$ cat src/rtl/rlpc_pkg.sv
// Shared constants, types and command word of the reflection-to-LPC converter.
`default_nettype none

package rlpc_pkg;

  localparam int unsigned NumCoeffs = 16;
  localparam int unsigned IdxW      = (NumCoeffs > 1) ? $clog2(NumCoeffs) : 1;
  localparam int unsigned OrdW      = $clog2(NumCoeffs + 1);
  localparam int unsigned ReflW     = 16;
  localparam int unsigned CoeffW    = 32;
  localparam int unsigned OutIdxW   = 6;
  localparam int unsigned FracW     = 16;
  localparam int unsigned ProdW     = 2 * CoeffW;
  localparam int unsigned DiffW     = ProdW - FracW + 1;

  typedef enum logic [1:0] {
    WSEL_LOAD,
    WSEL_NEG,
    WSEL_DIFF_A,
    WSEL_DIFF_B
  } wsel_e;

  typedef struct packed {
    logic            we;
    wsel_e           wsel;
    logic [IdxW-1:0] waddr;
    logic            rd_en;
    logic [IdxW-1:0] raddr_a;
    logic [IdxW-1:0] raddr_b;
    logic            k_ld;
    logic            mul_en;
    logic            mul_sel_b;
    logic            out_issue;
    logic            out_last;
    logic [IdxW-1:0] out_idx;
  } rlpc_cmd_t;

endpackage

`default_nettype wire

$ cat src/rtl/rlpc_ctrl.sv
// Sequencer for load, step-up recursion and readout of the converter.
`default_nettype none

module rlpc_ctrl (
  input  logic                clk_i,
  input  logic                rst_ni,
  input  logic                start_i,
  output logic                busy_o,
  output rlpc_pkg::rlpc_cmd_t cmd_o
);
  import rlpc_pkg::*;

  typedef enum logic [2:0] {
    ST_IDLE,
    ST_NEG_RD,
    ST_NEG_WR,
    ST_PAIR_RD,
    ST_PAIR_M1,
    ST_PAIR_M2,
    ST_PAIR_W2,
    ST_OUT
  } state_e;

  state_e          state_q, state_d;
  logic [IdxW-1:0] cnt_q, cnt_d;
  logic [OrdW-1:0] m_q, m_d;
  logic [OrdW-1:0] j_q, j_d;
  logic [OrdW-1:0] j_inc;
  logic [OrdW-1:0] m_minus_j;
  logic            last_cnt;
  logic            last_ord;
  logic            more_pairs;

  function automatic logic [IdxW-1:0] r_addr(input logic [OrdW-1:0] i);
    logic [OrdW-1:0] diff;
    diff = OrdW'(NumCoeffs) - i;
    return diff[IdxW-1:0];
  endfunction

  assign last_cnt   = (cnt_q == IdxW'(NumCoeffs - 1));
  assign last_ord   = (m_q == OrdW'(NumCoeffs));
  assign j_inc      = j_q + OrdW'(1);
  assign m_minus_j  = m_q - j_q;
  assign more_pairs = ({j_inc, 1'b0} <= {1'b0, m_q});
  assign busy_o     = (state_q != ST_IDLE);

  always_comb begin
    state_d = state_q;
    cnt_d   = cnt_q;
    m_d     = m_q;
    j_d     = j_q;
    cmd_o   = '0;
    unique case (state_q)
      ST_IDLE: begin
        if (start_i) begin
          cmd_o.we    = 1'b1;
          cmd_o.wsel  = WSEL_LOAD;
          cmd_o.waddr = cnt_q;
          if (last_cnt) begin
            cnt_d   = '0;
            m_d     = OrdW'(1);
            state_d = ST_NEG_RD;
          end else begin
            cnt_d = cnt_q + IdxW'(1);
          end
        end
      end
      ST_NEG_RD: begin
        cmd_o.rd_en   = 1'b1;
        cmd_o.raddr_a = r_addr(m_q);
        state_d       = ST_NEG_WR;
      end
      ST_NEG_WR: begin
        cmd_o.we    = 1'b1;
        cmd_o.wsel  = WSEL_NEG;
        cmd_o.waddr = r_addr(m_q);
        cmd_o.k_ld  = 1'b1;
        if (m_q > OrdW'(1)) begin
          j_d     = OrdW'(1);
          state_d = ST_PAIR_RD;
        end else if (last_ord) begin
          state_d = ST_OUT;
        end else begin
          m_d     = m_q + OrdW'(1);
          state_d = ST_NEG_RD;
        end
      end
      ST_PAIR_RD: begin
        cmd_o.rd_en   = 1'b1;
        cmd_o.raddr_a = r_addr(j_q);
        cmd_o.raddr_b = r_addr(m_minus_j);
        state_d       = ST_PAIR_M1;
      end
      ST_PAIR_M1: begin
        cmd_o.mul_en    = 1'b1;
        cmd_o.mul_sel_b = 1'b1;
        state_d         = ST_PAIR_M2;
      end
      ST_PAIR_M2: begin
        cmd_o.mul_en = 1'b1;
        cmd_o.we     = 1'b1;
        cmd_o.wsel   = WSEL_DIFF_A;
        cmd_o.waddr  = r_addr(j_q);
        state_d      = ST_PAIR_W2;
      end
      ST_PAIR_W2: begin
        cmd_o.we    = 1'b1;
        cmd_o.wsel  = WSEL_DIFF_B;
        cmd_o.waddr = r_addr(m_minus_j);
        if (more_pairs) begin
          j_d     = j_inc;
          state_d = ST_PAIR_RD;
        end else if (last_ord) begin
          state_d = ST_OUT;
        end else begin
          m_d     = m_q + OrdW'(1);
          state_d = ST_NEG_RD;
        end
      end
      ST_OUT: begin
        cmd_o.rd_en     = 1'b1;
        cmd_o.raddr_a   = cnt_q;
        cmd_o.out_issue = 1'b1;
        cmd_o.out_idx   = cnt_q;
        cmd_o.out_last  = last_cnt;
        if (last_cnt) begin
          cnt_d   = '0;
          state_d = ST_IDLE;
        end else begin
          cnt_d = cnt_q + IdxW'(1);
        end
      end
      default: begin
        state_d = ST_IDLE;
      end
    endcase
  end

  always_ff @(posedge clk_i or negedge rst_ni) begin
    if (!rst_ni) begin
      state_q <= ST_IDLE;
      cnt_q   <= '0;
      m_q     <= '0;
      j_q     <= '0;
    end else begin
      state_q <= state_d;
      cnt_q   <= cnt_d;
      m_q     <= m_d;
      j_q     <= j_d;
    end
  end

  a_cnt_range: assert property (@(posedge clk_i) disable iff (!rst_ni)
    cnt_q <= IdxW'(NumCoeffs - 1))
    else $error("word counter beyond frame");

  a_pair_bound: assert property (@(posedge clk_i) disable iff (!rst_ni)
    (state_q == ST_PAIR_RD) |-> ((j_q != '0) && ({j_q, 1'b0} <= {1'b0, m_q})))
    else $error("pair index outside half order");

  a_out_end: assert property (@(posedge clk_i) disable iff (!rst_ni)
    (state_q == ST_OUT && last_cnt) |=> (state_q == ST_IDLE))
    else $error("readout did not finish on last word");

  a_load_only_idle: assert property (@(posedge clk_i) disable iff (!rst_ni)
    (cmd_o.we && cmd_o.wsel == WSEL_LOAD) |-> (start_i && state_q == ST_IDLE))
    else $error("load write outside accepted word");

endmodule

`default_nettype wire

$ cat src/rtl/rlpc_datapath.sv
// Coefficient store, shared multiplier and saturating update datapath.
`default_nettype none

module rlpc_datapath (
  input  logic                                clk_i,
  input  logic                                rst_ni,
  input  rlpc_pkg::rlpc_cmd_t                 cmd_i,
  input  logic signed [rlpc_pkg::ReflW-1:0]   refl_coeff_i,
  output logic                                valid_o,
  output logic signed [rlpc_pkg::CoeffW-1:0]  lpc_coeff_o,
  output logic        [rlpc_pkg::OutIdxW-1:0] coeff_index_o,
  output logic                                last_of_frame_o
);
  import rlpc_pkg::*;

  localparam logic signed [DiffW-1:0] MaxV =
    {{(DiffW - CoeffW + 1){1'b0}}, {(CoeffW - 1){1'b1}}};
  localparam logic signed [DiffW-1:0] MinV =
    {{(DiffW - CoeffW + 1){1'b1}}, {(CoeffW - 1){1'b0}}};
  localparam logic signed [ProdW-1:0] RndHalf = ProdW'(1) << (FracW - 1);

  logic        [CoeffW-1:0] store_q [NumCoeffs];
  logic signed [CoeffW-1:0] rd_a_q, rd_b_q, k_q;
  logic signed [ProdW-1:0]  prod_q, prod_d, prod_rnd;
  logic signed [CoeffW-1:0] mul_op;
  logic signed [CoeffW-1:0] load_val, neg_val, diff_val, wdata;
  logic signed [CoeffW-1:0] diff_base;
  logic signed [DiffW-1:0]  neg_wide, diff_wide, prod_scaled;
  logic                     valid_q, last_q;
  logic        [IdxW-1:0]   idx_q;

  function automatic logic signed [CoeffW-1:0] sat_coeff(input logic signed [DiffW-1:0] v);
    logic signed [CoeffW-1:0] r;
    if (v > MaxV) begin
      r = MaxV[CoeffW-1:0];
    end else if (v < MinV) begin
      r = MinV[CoeffW-1:0];
    end else begin
      r = v[CoeffW-1:0];
    end
    return r;
  endfunction

  assign load_val = {{(CoeffW - ReflW - 1){refl_coeff_i[ReflW-1]}}, refl_coeff_i, 1'b0};

  assign neg_wide = -DiffW'(rd_a_q);
  assign neg_val  = sat_coeff(neg_wide);

  assign mul_op = cmd_i.mul_sel_b ? rd_b_q : rd_a_q;
  assign prod_d = mul_op * k_q;

  assign prod_rnd    = prod_q + RndHalf;
  assign prod_scaled = DiffW'($signed(prod_rnd[ProdW-1:FracW]));
  assign diff_base   = (cmd_i.wsel == WSEL_DIFF_A) ? rd_a_q : rd_b_q;
  assign diff_wide   = DiffW'(diff_base) - prod_scaled;
  assign diff_val    = sat_coeff(diff_wide);

  always_comb begin
    unique case (cmd_i.wsel)
      WSEL_LOAD:   wdata = load_val;
      WSEL_NEG:    wdata = neg_val;
      WSEL_DIFF_A: wdata = diff_val;
      WSEL_DIFF_B: wdata = diff_val;
      default:     wdata = diff_val;
    endcase
  end

  always_ff @(posedge clk_i) begin
    if (cmd_i.we) begin
      store_q[cmd_i.waddr] <= wdata;
    end
    if (cmd_i.rd_en) begin
      rd_a_q <= store_q[cmd_i.raddr_a];
      rd_b_q <= store_q[cmd_i.raddr_b];
    end
    if (cmd_i.k_ld) begin
      k_q <= neg_val;
    end
    if (cmd_i.mul_en) begin
      prod_q <= prod_d;
    end
    idx_q <= cmd_i.out_idx;
  end

  always_ff @(posedge clk_i or negedge rst_ni) begin
    if (!rst_ni) begin
      valid_q <= 1'b0;
      last_q  <= 1'b0;
    end else begin
      valid_q <= cmd_i.out_issue;
      last_q  <= cmd_i.out_issue & cmd_i.out_last;
    end
  end

  assign valid_o         = valid_q;
  assign lpc_coeff_o     = rd_a_q;
  assign coeff_index_o   = OutIdxW'(idx_q);
  assign last_of_frame_o = last_q;

endmodule

`default_nettype wire

$ cat src/rtl/reflection_to_lpc_converter_core.sv
// Top level of the reflection-to-LPC converter: controller plus datapath.
// Loading: one word per cycle while start_i is high and busy_o low; the last raises busy_o.
// Recursion: per order, read and negate k; per pair, read both, two products, two writes.
// Readout: one result per cycle after the recursion; strobe and word are registered.
// Frame of 16: a new frame is taken only once readout of the previous one has ended.
// Reset clears the controller and the strobe; the coefficient store is not cleared.
`default_nettype none

module reflection_to_lpc_converter_core (
  input  logic                                clk_i,
  input  logic                                rst_ni,
  input  logic                                start_i,
  input  logic signed [rlpc_pkg::ReflW-1:0]   refl_coeff_i,
  output logic                                busy_o,
  output logic                                valid_o,
  output logic signed [rlpc_pkg::CoeffW-1:0]  lpc_coeff_o,
  output logic        [rlpc_pkg::OutIdxW-1:0] coeff_index_o,
  output logic                                last_of_frame_o
);
  import rlpc_pkg::*;

  rlpc_cmd_t cmd;

  rlpc_ctrl u_ctrl (
    .clk_i   (clk_i),
    .rst_ni  (rst_ni),
    .start_i (start_i),
    .busy_o  (busy_o),
    .cmd_o   (cmd)
  );

  rlpc_datapath u_datapath (
    .clk_i           (clk_i),
    .rst_ni          (rst_ni),
    .cmd_i           (cmd),
    .refl_coeff_i    (refl_coeff_i),
    .valid_o         (valid_o),
    .lpc_coeff_o     (lpc_coeff_o),
    .coeff_index_o   (coeff_index_o),
    .last_of_frame_o (last_of_frame_o)
  );

endmodule

`default_nettype wire
$ cat config.mk
export PLATFORM = sky130hd
export DESIGN_NAME = reflection_to_lpc_converter_core
export DESIGN_NICKNAME = d
export VERILOG_FILES = /design/src/rtl/rlpc_pkg.sv /design/src/rtl/rlpc_ctrl.sv /design/src/rtl/rlpc_datapath.sv /design/src/rtl/reflection_to_lpc_converter_core.sv
export SDC_FILE = /design/constraint.sdc
export NUM_CORES = 2
export LEC_CHECK = 0
export ABC_AREA = 0
export BUFFER_PORTS_ARGS = -buffer_cell sky130_fd_sc_hd__buf_4
export CORE_ASPECT_RATIO = 1.4
export CORE_MARGIN = 3
export CORE_UTILIZATION = 49
export DETAILED_ROUTE_END_ITERATION = 6
export PLACE_DENSITY = 0.61
export SLEW_MARGIN = 20
export SYNTH_ARGS = -nofsm -noshare
export SYNTH_HDL_FRONTEND = slang
export SYNTH_SLANG_ARGS = --single-unit
$ cat constraint.sdc
create_clock -name clk_i -period 16.8 [get_ports clk_i]
set_input_delay 3.36 -clock clk_i [delete_from_list [all_inputs] [get_ports clk_i]]
set_output_delay 3.36 -clock clk_i [all_outputs]
set_load 0.005 [all_outputs]
## Yosys cells after proc, flatten, opt, wreduce, memory -nomap -nowiden

Memories as Yosys holds them, arrays and structs flattened. A register that Yosys moved wholly into a read port is not among the register bits.
Index checks and enable logic that the tools add are counted.

- Add/subtract/negate cells: 10
- Multipliers: 1
- Div/mod/pow operators: 0
- Order comparisons: 6
- Equality and inequality tests: 19
- Shift-type cells: 0
- Muxes and demuxes: 36
- Bitwise operators: 1
- Reduce and logical (&&, ||, !) cells: 12

Operators with widths:

| operator | count |
|---|---|
| two-way mux 32 bit | 6 |
| > comparator 49 x 32 -> 1 bit (second input constant) | 2 |
| < comparator 49 x 32 -> 1 bit (second input constant) | 2 |
| case mux 32 bit (3 select lines) | 1 |
| adder 64 x 17 -> 64 bit (second input constant) | 1 |
| multiplier 32 x 32 -> 64 bit | 1 |
| negator 32 -> 49 bit | 1 |
| subtractor 32 x 48 -> 49 bit | 1 |
| two-way mux 5 bit | 7 |
| case mux 5 bit (3 select lines) | 2 |
| case mux 7 bit (4 select lines) | 1 |
| case mux 3 bit (8 select lines) | 1 |
| two-way mux 3 bit | 6 |
| == test 3 bit (second input constant) | 4 |
| two-way mux 4 bit | 3 |
| subtractor 1 x 4 -> 4 bit (first input constant) | 3 |
| adder 5 x 1 -> 5 bit (second input constant) | 2 |
| case mux 5 bit (2 select lines) | 1 |
| inequality test 2 x 1 -> 1 bit (second input constant) | 4 |
| case mux 4 bit (2 select lines) | 1 |
| two-way mux 7 bit | 1 |
| == test 3 x 2 -> 1 bit (second input constant) | 2 |
| <= comparator 6 x 5 -> 1 bit | 1 |
| two-way mux 6 bit | 1 |
| other kinds (19) | 30 |

- Register bits after elaboration: 119
- Latch bits: 0
- Bits in writable memories: 512
- ROM bits: 0
- Logic and storage cells: 95
- Memories kept: 1

Memory list:

| memory | words | width | read ports | clocked after memory_dff | write ports | line | text |
|---|---|---|---|---|---|---|---|
| u_datapath.store_q | 16 | 32 | 2 | 2 | 1 | rlpc_datapath.sv:22 | `logic [CoeffW-1:0] store_q [NumCoeffs];` |

## Depth between registers and ports, before layout

- Word-level depth: 10
- Mapped depth: 35
- Mapped depth without buffers: 31

## Modules after synthesis

Synthesis repeated with hierarchy kept, for this count alone.

- Cells, all modules: 6060
- Area total of the unflattened synthesis: 71239.6 um2

By module, submodules not included:

| module | instances | cells an instance | area an instance (um2) |
|---|---|---|---|
| rlpc_datapath | 1 | 5858 | 69628.0 |
| rlpc_ctrl | 1 | 202 | 1611.5 |

## Worst setup path before layout

Ideal clock, no wire load.

- Path kind: register to register
- From: register u_ctrl.state_q[2]
- To: register u_datapath.prod_q[63] (data pin)
- Setup time: 0.260 ns
- Arrival: 9.529 ns
- Required time: 16.540 ns
- Path slack: 7.011 ns
- Stages on the path, launching flop included: 33
- Clock period less this slack: 9.789 ns
- Cell sequence: dfrtp_1 > clkbuf_1 > nor3b_1 > clkbuf_1 > mux2_2 > clkbuf_1 > nand2_1 > inv_1 > fa_1 > fa_1 > fa_1 > inv_1 > fa_1 > inv_1 > fa_1 > fa_1 > inv_1 > fa_1 > inv_1 > fa_1 > ha_1 > a21o_1 > a21o_1 > a21oi_1 > o21bai_1 > a21o_1 > a21o_1 > a21o_1 > a221oi_1 > a21boi_0 > o21a_1 > nor2_1 > xnor2_1

- Longest elaborated chain between the ends: 4

Ends and longest elaborated chain:

| item | line | text |
|---|---|---|
| start: declaration | rlpc_ctrl.sv:24 | `state_e state_q, state_d;` |
| start signal: assignment | rlpc_ctrl.sv:146 | `state_q <= state_d;` |
| == test 3 bit | rlpc_ctrl.sv:53 | `unique case (state_q)` |
| two-way mux 1 bit | rlpc_ctrl.sv:53 |  |
| two-way mux 32 bit | rlpc_datapath.sv:49 | `assign mul_op = cmd_i.mul_sel_b ? rd_b_q : rd_a_q;` |
| multiplier 32 x 32 -> 64 bit | rlpc_datapath.sv:50 | `assign prod_d = mul_op * k_q;` |
| named net u_datapath.prod_d[63] | rlpc_datapath.sv:24 | `logic signed [ProdW-1:0] prod_q, prod_d, prod_rnd;` |
| end signal: assignment | rlpc_datapath.sv:80 | `prod_q <= prod_d;` |
| end: declaration | rlpc_datapath.sv:24 |  |

The timed path passes the listed nets, and every way through them passes these cells.
A chain may end at the register's enable or synchronous reset.

## Worst setup path in the final report

Same ends and word-level chain as after synthesis.

==> results.json <==
{
  "synth-seq-cells": 680,
  "area_growth_pct": 5.85,
  "path_max_fanout": 33,
  "slew_headroom_pct": 25.1,
  "syn_area_per_cell_um2": 10.1,
  "leakage_uw": 0.0325,
  "grt_pass1_wl_um": 352000,
  "cpMostUsedCell": "fa_1",
  "ctsHoldBuffers": 0,
  "critPathArrivalTime_ps": 11200,
  "place.gp.congestion": 0.957,
  "ctsResizeCount": 0,
  "grt_pass1_vias": 58264,
  "drc": 3,
  "fp.dieW_um": 334,
  "multi_input_area_um2": 48200,
  "violations": "design-rule violations",
  "clockBufferDepth": 3,
  "cts-root-buf": "clkbuf_16",
  "die_h_um": 466,
  "status": "complete, but fails checks",
  "io_pins": 60,
  "fin_area_um2": 78300,
  "finalSetupViolations": 0,
  "hold_slack_ps": 519,
  "ff_latch_area_um2": 20300,
  "synth_edf_count": 657,
  "antenna_found_initial": 8,
  "finClkSkew_ps": 32.5,
  "critPathLaunchType": "flip-flop",
  "drv_slew": 0,
  "cts_made_buffers": 66,
  "wl_per_cell_um": 25.4,
  "worstPathRequired_ps": 17200,
  "period_needed_ps": 10810,
  "peakVddDrop_mv": 0.0912,
  "hpwl_um": 160000,
  "cts_tree": "done",
  "cts.clk_slew.worst_paths_ps": 70,
  "numClockSinks": 680,
  "viasPerCell": 6.00,
  "fp-row-count": 168,
  "num-nets-final": 8408,
  "clock_latency_ps": 660,
  "drt_iter0_markers": 4515,
  "critPathKind": "flip-flop to flip-flop",
  "synthArstFlopShare_pct": 2.79,
  "grt_setup_unrepaired": "no",
  "hp-class": "flip-flop to flip-flop",
  "core_area_um2": 150000,
  "ys.flop_type": "edfxtp_1",
  "htreeDepth": 3,
  "slowest_delay_ps": 930,
  "start_util_pct": 49.4,
  "synth_top_area_share_pct": 29.3,
  "fill_cells": 13449,
  "syn-instance-count": 7296,
  "synth_cell_type_count": 89,
  "dieArea_um2": 156000,
  "port-buffer-count": 57,
  "grt_overflow": 0,
  "grt_usage_pct": 30.0,
  "slowest_stage": "dfrtp_1",
  "fin_tns_setup_ps": 0,
  "routed_wl_um": 230000,
  "num_vias": 54379,
  "dpl_cell_area_um2": 76200,
  "cap_violations": 0,
  "ant_nets": 0,
  "synth_top_area_cell": "fa_1",
  "end_kind": "flip-flop",
  "ys_seq_area_share_pct": 27.4,
  "post_cts_buffers": 0,
  "drive_gt1_share_pct": 7.18,
  "dr.pass1.iters": 7,
  "hold_viol": 0,
  "grt_max_degree": 104,
  "utilization_pct": 52.2,
  "ys.warnings.count": 0,
  "synthesis.area_um2": 74000,
  "fin_crit_sh_pct": 64.3,
  "tightestPinTransition_ps": 1120,
  "synth.area.top_cells": "fa_1, edfxtp_1, nand2_1",
  "max_freq_mhz": 92.5,
  "power.density_nw_per_um2": 42.6
}
## power by group
| group | leakage, µW | switching, µW | total [µW] | internal [µW] |
|---|---|---|---|---|
| registers | 0.00611 | 0 | 1830 | 1830 |
| logic | 0.0253 | 4.87 | 7.75 | 2.86 |
| clock network | 0.00100 | 676 | 1500 | 820 |
| total | 0.0325 | 680 | 3330 | 2650 |
## synth_stat cells, types with 34 or more instances
master / number
a21oi_1: 150
o2111ai_1: 75
a211oi_1: 44
mux4_2: 131
nand4b_1: 34
nand2_1: 1066
nor3_1: 182
o221ai_1: 38
fa_1: 1083
nand3_1: 183
o21ai_0: 205
edfxtp_1: 657
a31oi_1: 82
buf_1: 35
mux2_2: 37
nor2_1: 213
xor2_1: 83
ha_1: 244
and2_1: 560
clkbuf_1: 432
nand4_1: 56
xnor2_1: 107
inv_1: 1054
nor2b_1: 115
a21o_1: 73
## kinds of logic (layout without fill, tap and decap cells)
family          after synthesis  in the layout  synth area share (%)
simple gates               2550           2550                  16.9
buf+inv                    1535           1346                  7.85
fa+ha+maj                  1327           1327                  33.4
compound gates              843            843                  7.57
flops                       680            680                  27.4
xor+xnor                    190            190                  2.25
mux                         170            170                  4.58
other cells                   1              4               0.00507
## routing by layer
| layer | global-route usage, % | wire, µm |
|---|---|---|
| met5 | 0 | 11 |
| met4 | 14.0 | 11600 |
| met3 | 4.40 | 16700 |
| met2 | 52.5 | 116000 |
| met1 | 36.5 | 85600 |
## placed cells by master, fill, tap and decap left out, drive strengths merged, types with 37 or more instances in the layout
| cell type | synthesis | layout |
|---|---|---|
| fa | 1083 | 1083 |
| nand2 | 1066 | 1066 |
| inv | 1054 | 1056 |
| edfxtp | 657 | 657 |
| and2 | 566 | 566 |
| ha | 244 | 244 |
| nor2 | 213 | 213 |
| o21ai | 210 | 210 |
| nand3 | 183 | 183 |
| nor3 | 183 | 183 |
| buf | 48 | 177 |
| a21oi | 154 | 154 |
| mux4 | 131 | 131 |
| nor2b | 116 | 116 |
| xnor2 | 107 | 107 |
| xor2 | 83 | 83 |
| a31oi | 82 | 82 |
| clkbuf | 432 | 79 |
| o2111ai | 75 | 75 |
| a21o | 73 | 73 |
| nand4 | 56 | 56 |
| a211oi | 47 | 47 |
| o221ai | 38 | 38 |
| mux2 | 37 | 37 |
## flip-flops by register name (all words and copies together), names as in the netlist
| register | cells |
|---|---|
| u_ctrl.j_q | 5 |
| u_datapath.valid_o | 1 |
| u_datapath.rd_b_q | 32 |
| u_datapath.k_q | 32 |
| u_ctrl.state_q | 3 |
| u_datapath.store_q | 512 |
| u_datapath.lpc_coeff_o | 32 |
| u_datapath.last_of_frame_o | 1 |
| u_ctrl.cnt_q | 4 |
| u_ctrl.m_q | 5 |
| u_datapath.prod_q | 49 |
| u_datapath.idx_q | 4 |
## stage by stage
stage               total power (µW)  cells  setup slack, ps
finish                          3330   9065             5990
global placement                1870   8949             6160
global route                    3410   9065             5310
detailed placement              1870   8949             6000
floorplan                       1870   7297             7010
CTS                             3350   9063             5970
## final timing paths
path                                                   endpoint                           from  slack, ps  cells past startpoint
worst min-delay path                  u_ctrl.j_q[4]$_DFFE_PN0P_      u_ctrl.j_q[4]$_DFFE_PN0P_        520                      1
worst min register to register        u_ctrl.j_q[4]$_DFFE_PN0P_      u_ctrl.j_q[4]$_DFFE_PN0P_        520                      1
min in group asynchronous           u_ctrl.cnt_q[2]$_DFFE_PN0P_                         rst_ni       2570                      1
max in group asynchronous             u_ctrl.m_q[0]$_DFFE_PN0P_                         rst_ni      14010                      1
worst max-delay path            u_datapath.prod_q[63]$_DFFE_PN_  u_ctrl.state_q[2]$_DFFE_PN0P_       5990                     32
worst max register to register  u_datapath.prod_q[63]$_DFFE_PN_  u_ctrl.state_q[2]$_DFFE_PN0P_       5990                     32
## final cells by class
type                    count  area share [%]
inverters                1055            5.06
clock inverters            35           0.478
diodes                      2         0.00639
flip-flops and latches    680            25.9
well taps                1955            3.12
multi-input cells        5082            61.5
clock buffers              79            2.17
repair buffers            177            1.76
## critical path, delay by kind of cell, from the launching register on
kind / cells / cell delay, ps
adders and majority gates: 9 / 4780
AOI/OAI and AO/OA: 10 / 1920
buffers and inverters: 8 / 1360
DFF: 1 / 930
and+or+nand+nor: 3 / 700
muxes: 1 / 690
xor gates and xnor gates: 1 / 80
(Power assumes the default switching activity.)
